<file path="src/rtl/atrm_pkg.sv">
// Shared types, constants and codes for the AT response matcher.
// Used by the top level, controller, datapath and checker; no dependencies.
`default_nettype none
package atrm_pkg;

  localparam int LINE_LEN  = 64;
  localparam int NUM_RSP   = 4;
  localparam int NUM_ERR   = 4;
  localparam int NUM_SLOTS = NUM_RSP + NUM_ERR;
  localparam int LINE_AW   = $clog2(LINE_LEN);
  localparam int SLOT_W    = 3;
  localparam int PAT_AW    = SLOT_W + LINE_AW;
  localparam int PAT_DEPTH = NUM_SLOTS * LINE_LEN;
  localparam int LEN_W     = 7;
  localparam int CNT_W     = 4;
  localparam int SCAN_W    = SLOT_W + 1;

  localparam logic [7:0] CH_CR = 8'h0D;
  localparam logic [7:0] CH_LF = 8'h0A;

  // item commands
  localparam logic [2:0] CMD_LOAD   = 3'd0;
  localparam logic [2:0] CMD_START  = 3'd1;
  localparam logic [2:0] CMD_BYTE   = 3'd2;
  localparam logic [2:0] CMD_TICK   = 3'd3;
  localparam logic [2:0] CMD_RESEND = 3'd4;
  localparam logic [2:0] CMD_READ   = 3'd5;

  // result events
  localparam logic [2:0] EV_NONE    = 3'd0;
  localparam logic [2:0] EV_MATCH   = 3'd1;
  localparam logic [2:0] EV_CAPTURE = 3'd2;
  localparam logic [2:0] EV_ERROR   = 3'd3;
  localparam logic [2:0] EV_TIMEOUT = 3'd4;
  localparam logic [2:0] EV_SEND    = 3'd5;
  localparam logic [2:0] EV_READ    = 3'd6;

  // command status
  localparam logic [1:0] ST_OK     = 2'd0;
  localparam logic [1:0] ST_RUN    = 2'd1;
  localparam logic [1:0] ST_REPEAT = 2'd2;
  localparam logic [1:0] ST_FAIL   = 2'd3;

  // configuration register indexes
  localparam logic [1:0] CFG_TIMEOUT  = 2'd0;
  localparam logic [1:0] CFG_CRITICAL = 2'd1;
  localparam logic [1:0] CFG_VARIABLE = 2'd2;

  typedef struct packed {
    logic [2:0]  command;
    logic [7:0]  data_byte;
    logic [2:0]  slot;
    logic [5:0]  byte_index;
    logic [6:0]  pattern_len;
    logic [15:0] tick_count;
  } in_word_t;

  typedef struct packed {
    logic [2:0] event_res;
    logic [2:0] match_index;
    logic [3:0] line_count;
    logic       critical_flag;
    logic       timeout_flag;
    logic [7:0] read_byte;
    logic [6:0] read_len;
    logic       busy_res;
    logic       line_overflow;
  } out_word_t;

  // controller to datapath
  typedef struct packed {
    logic accept;
    logic scan_init;
    logic skip_slot;
    logic issue_cmp;
    logic step_idx;
    logic set_found;
    logic copy_rd;
    logic copy_wr;
    logic finish;
    logic read_emit;
  } ctl_t;

  // datapath to controller
  typedef struct packed {
    logic out_free;
    logic is_read;
    logic line_end_act;
    logic var_mode;
    logic scan_done;
    logic len_eq;
    logic bytes_eq;
    logic last_idx;
  } dps_t;

endpackage
`default_nettype wire

</file>
<file path="src/rtl/atrm_ctrl.sv">
// Sequencer of the AT response matcher: item acceptance, slot scan,
// capture copy and result hand-off. Depends on atrm_pkg.
`default_nettype none
module atrm_ctrl (
  input  wire logic          clk,
  input  wire logic          rst_n,
  input  wire logic          in_valid,
  output      logic          in_ready,
  input  wire atrm_pkg::dps_t st,
  output      atrm_pkg::ctl_t ctl
);

  typedef enum logic [6:0] {
    S_IDLE    = 7'b0000001,
    S_CMP_SEL = 7'b0000010,
    S_CMP_CHK = 7'b0000100,
    S_COPY_RD = 7'b0001000,
    S_COPY_WR = 7'b0010000,
    S_FIN     = 7'b0100000,
    S_RD      = 7'b1000000
  } state_t;

  state_t state_r, state_nxt;

  assign in_ready = (state_r == S_IDLE) && st.out_free;

  // next state and commands
  always_comb begin
    state_nxt = state_r;
    ctl       = '0;
    unique case (state_r)
      S_IDLE: begin
        if (in_valid && in_ready) begin
          ctl.accept = 1'b1;
          if (st.is_read) begin
            state_nxt = S_RD;
          end else if (st.line_end_act) begin
            ctl.scan_init = 1'b1;
            state_nxt = st.var_mode ? S_COPY_RD : S_CMP_SEL;
          end
        end
      end
      S_CMP_SEL: begin
        if (st.scan_done) begin
          state_nxt = S_FIN;
        end else if (!st.len_eq) begin
          ctl.skip_slot = 1'b1;
        end else begin
          ctl.issue_cmp = 1'b1;
          state_nxt = S_CMP_CHK;
        end
      end
      S_CMP_CHK: begin
        if (!st.bytes_eq) begin
          ctl.skip_slot = 1'b1;
          state_nxt = S_CMP_SEL;
        end else if (st.last_idx) begin
          ctl.set_found = 1'b1;
          state_nxt = S_FIN;
        end else begin
          ctl.step_idx = 1'b1;
          state_nxt = S_CMP_SEL;
        end
      end
      S_COPY_RD: begin
        ctl.copy_rd = 1'b1;
        state_nxt = S_COPY_WR;
      end
      S_COPY_WR: begin
        ctl.copy_wr = 1'b1;
        if (st.last_idx) begin
          state_nxt = S_FIN;
        end else begin
          ctl.step_idx = 1'b1;
          state_nxt = S_COPY_RD;
        end
      end
      S_FIN: begin
        if (st.out_free) begin
          ctl.finish = 1'b1;
          state_nxt = S_IDLE;
        end
      end
      S_RD: begin
        if (st.out_free) begin
          ctl.read_emit = 1'b1;
          state_nxt = S_IDLE;
        end
      end
      default: state_nxt = S_IDLE;
    endcase
  end

  always_ff @(posedge clk) begin
    if (!rst_n) begin
      state_r <= S_IDLE;
    end else begin
      state_r <= state_nxt;
    end
  end

endmodule
`default_nettype wire

</file>
<file path="config.mk">
export PLATFORM = sky130hd
export DESIGN_NAME = atrm_ctrl
export DESIGN_NICKNAME = d
export VERILOG_FILES = /design/src/rtl/atrm_pkg.sv /design/src/rtl/atrm_ctrl.sv
export SDC_FILE = /design/constraint.sdc
export NUM_CORES = 1
export LEC_CHECK = 0
export ABC_AREA = 1
export BUFFER_PORTS_ARGS = -buffer_cell sky130_fd_sc_hd__buf_2
export CELL_PAD_IN_SITES_DETAIL_PLACEMENT = 0
export CELL_PAD_IN_SITES_GLOBAL_PLACEMENT = 1
export CORE_MARGIN = 2
export CORE_UTILIZATION = 34
export DETAILED_ROUTE_END_ITERATION = 12
export PLACE_DENSITY_LB_ADDON = 0.05
export SLEW_MARGIN = 20
export SYNTH_ARGS = -nofsm -noshare
export SYNTH_HDL_FRONTEND = slang
export SYNTH_SLANG_ARGS = --single-unit
export TNS_END_PERCENT = 30
</file>
<file path="constraint.sdc">
create_clock -name clk -period 3.45 [get_ports clk]
set_input_delay 0.5175 -clock clk [delete_from_list [all_inputs] [get_ports clk]]
set_output_delay 0.5175 -clock clk [all_outputs]
set_load 0.005 [all_outputs]
</file>
==> impl_metrics.ini <==
[timing]
maxSlewViolCount = 0
fin_ws_ns = 1.53
rsz0062_at_grt = no
clock.fmax_mhz = 520
fin_crit_sh = 0.557
worst-slew-pin-transition_ns = 0.278
fin_tns_setup_ns = 0
setup_viol_count_final = 0
finClkSkew_ns = 0.00247
finalCriticalPeriod_ns = 1.92
hold_violations = 0
max_slew_margin = 0.814

[die]
pin_count = 22
die_y_um = 46.4
die_w_um = 46.4
die_area_um2 = 2150
rows = 15
core-area_um2 = 1710
start_util = 0.358

[worst_setup_path]
critPathKind = flip-flop to output port
reg2reg_depth = 8
worstPathArrival_ns = 1.40
worstReg2RegEnd = state_r[0]
required_ns = 2.93
startpoint_type = flip-flop
reg2reg_slack_ns = 2.19
cp-end-kind = output port
critPathMaxFanout = 5
rr_startpoint = state_r[3]

[clocking]
ctsResizeCount = 0
cts_buffer_depth = 2
cts-root-buf = clkbuf_4
cts_buffers = 3
postCtsSetupRepairBufs = 0
cts_max_level = 1
cts_hold_buf = 0
cts_tree = built
clkLatencyLatePin_ns = 0.25
cts_num_sinks = 7
clk_pin_slew_ns = 0.05

[yosys]
ys_types = 21
avgSynthCellArea_um2 = 6.57
yosys_warnings = 0
syn-num-nets = 104
synth_area_um2 = 611
ys_ff_latch = 7
ys_seq_area_frac = 0.230
syn_inst = 93

[route]
routedWlPerCell_um = 9.46
dr.pass1.iters = 4
first_iter_violations = 16
drcViolationCount = 0
routed_wl_um = 1350
via_count = 615
antenna_left = 0
vias_per_cell = 4.30

[placement]
gp_congestion = 0.778
port-buffer-count = 21
place_ws_ns = 1.79
dp_hpwl_um = 1160

[cells_and_area]
layout_common_cells = buf_2, nand2_1, inv_1
area_growth_pct = 26.6
antenna_cells = 0
top_register = state_r
largest_reg_flops = 7
nNetsFinal = 130
layout_commonest_cell = buf_2
ff_latch_area_um2 = 140
top_regs = state_r (7)
multi_input_area_um2 = 388
drive_above_1_share = 0.381
fill_cells = 209

[run_status]
outcome = finished clean

[global_route]
overflow = 0
grt_pass1_wl_um = 2240
first_global_vias = 538
track_usage = 0.152
antenna_found_initial = 0
grt_max_degree = 7

[power_and_ir_drop]
p_per_area_nw_per_um2 = 554
cellLeakagePower_uw = 0.000428
peakVddDrop_v = 0.000306

[flow_run]
maxCapViolations = 0

[worst_hold_path]
hp-class = input port to flip-flop
hp-start = rst_n
holdPathStages = 2
min_to = state_r[0]
==> cell type report <==
class,instances,share of cell area
multi-input cells,64,0.502
well taps,25,0.0405
inverters,22,0.107
clock buffers,4,0.0340
flip-flops and latches,7,0.181
repair buffers,21,0.136
==> layer usage <==
layer | vias up | track usage | part of all wire
met2 | 18 | 0.222 | 0.43
met5 | - | 0 | 0
met4 | 0 | 0.120 | 0.033
met3 | 4 | 0.0118 | 0.038
met1 | 256 | 0.203 | 0.50
li1 | 337 | - | -
==> cell usage after synthesis <==
cell | n | share of area
nor3_1 | 5 | 0.041
a21oi_2 | 1 | 0.014
nor2_1 | 12 | 0.074
nand4_1 | 2 | 0.020
nor2_2 | 2 | 0.020
nand3b_1 | 1 | 0.012
o22ai_1 | 1 | 0.010
nor2_8 | 1 | 0.033
nor2_4 | 3 | 0.055
nand2_1 | 20 | 0.12
nand3_1 | 3 | 0.025
o31ai_4 | 1 | 0.035
nand3_4 | 2 | 0.057
o21ai_0 | 3 | 0.025
nand3_2 | 2 | 0.033
inv_1 | 17 | 0.10
inv_2 | 5 | 0.031
nand2_2 | 3 | 0.031
nand2_4 | 1 | 0.018
dfxtp_1 | 7 | 0.23
a21oi_1 | 1 | 0.0082
==> cells by family (layout without fill, tap and decap cells) <==
logic type	Yosys count	in the layout	synth area share
and+or+nand+nor	57	57	0.543
AOI/OAI and AO/OA	7	7	0.0922
buffers and inverters	22	47	0.135
DFF	7	7	0.230
==> through the flow <==
step	utilization	total power (uW)	cell area, um^2	hold WS (ns)	cells
2_1_floorplan	-	307	611	0.482	93
3_3_place_gp	0.437	356	747	0.511	139
3_5_place_dp	0.437	357	747	0.507	139
4_1_cts	0.453	433	773	0.487	143
5_1_grt	0.453	463	773	0.495	143
6_report	0.453	428	773	0.488	143
==> how the worst max path moves through the flow <==
| stage | start | end | depth (start not counted) |
|---|---|---|---|
| 5_1_grt | state_r[0] | ctl[8] | 9 |
| 4_1_cts | state_r[3] | ctl[8] | 8 |
| 6_report | state_r[0] | ctl[8] | 9 |
| 2_1_floorplan | state_r[0] | ctl[8] | 8 |
| 3_3_place_gp | state_r[0] | ctl[8] | 9 |
| 3_5_place_dp | state_r[0] | ctl[8] | 9 |
==> power breakdown <==
part,switching (uW),internal [uW],leakage [uW]
Combinational,152,89.3,0.000356
Clock,31.3,44.2,0.0000150
Sequential,16.0,95.7,0.0000571
Total,199,229,0.000428
==> critical path, stage by stage, from the launching register on <==
cell and delay [ns]:
dfxtp_1 0.34, inv_1 0.06, nor2_1 0.11, nand2_2 0.11, nor2_8 0.13, inv_2 0.05
nor2_2 0.09, nand2_1 0.07, nor2_1 0.08, buf_2 0.11
No activity file was read; power rests on OpenSTA's default activity.
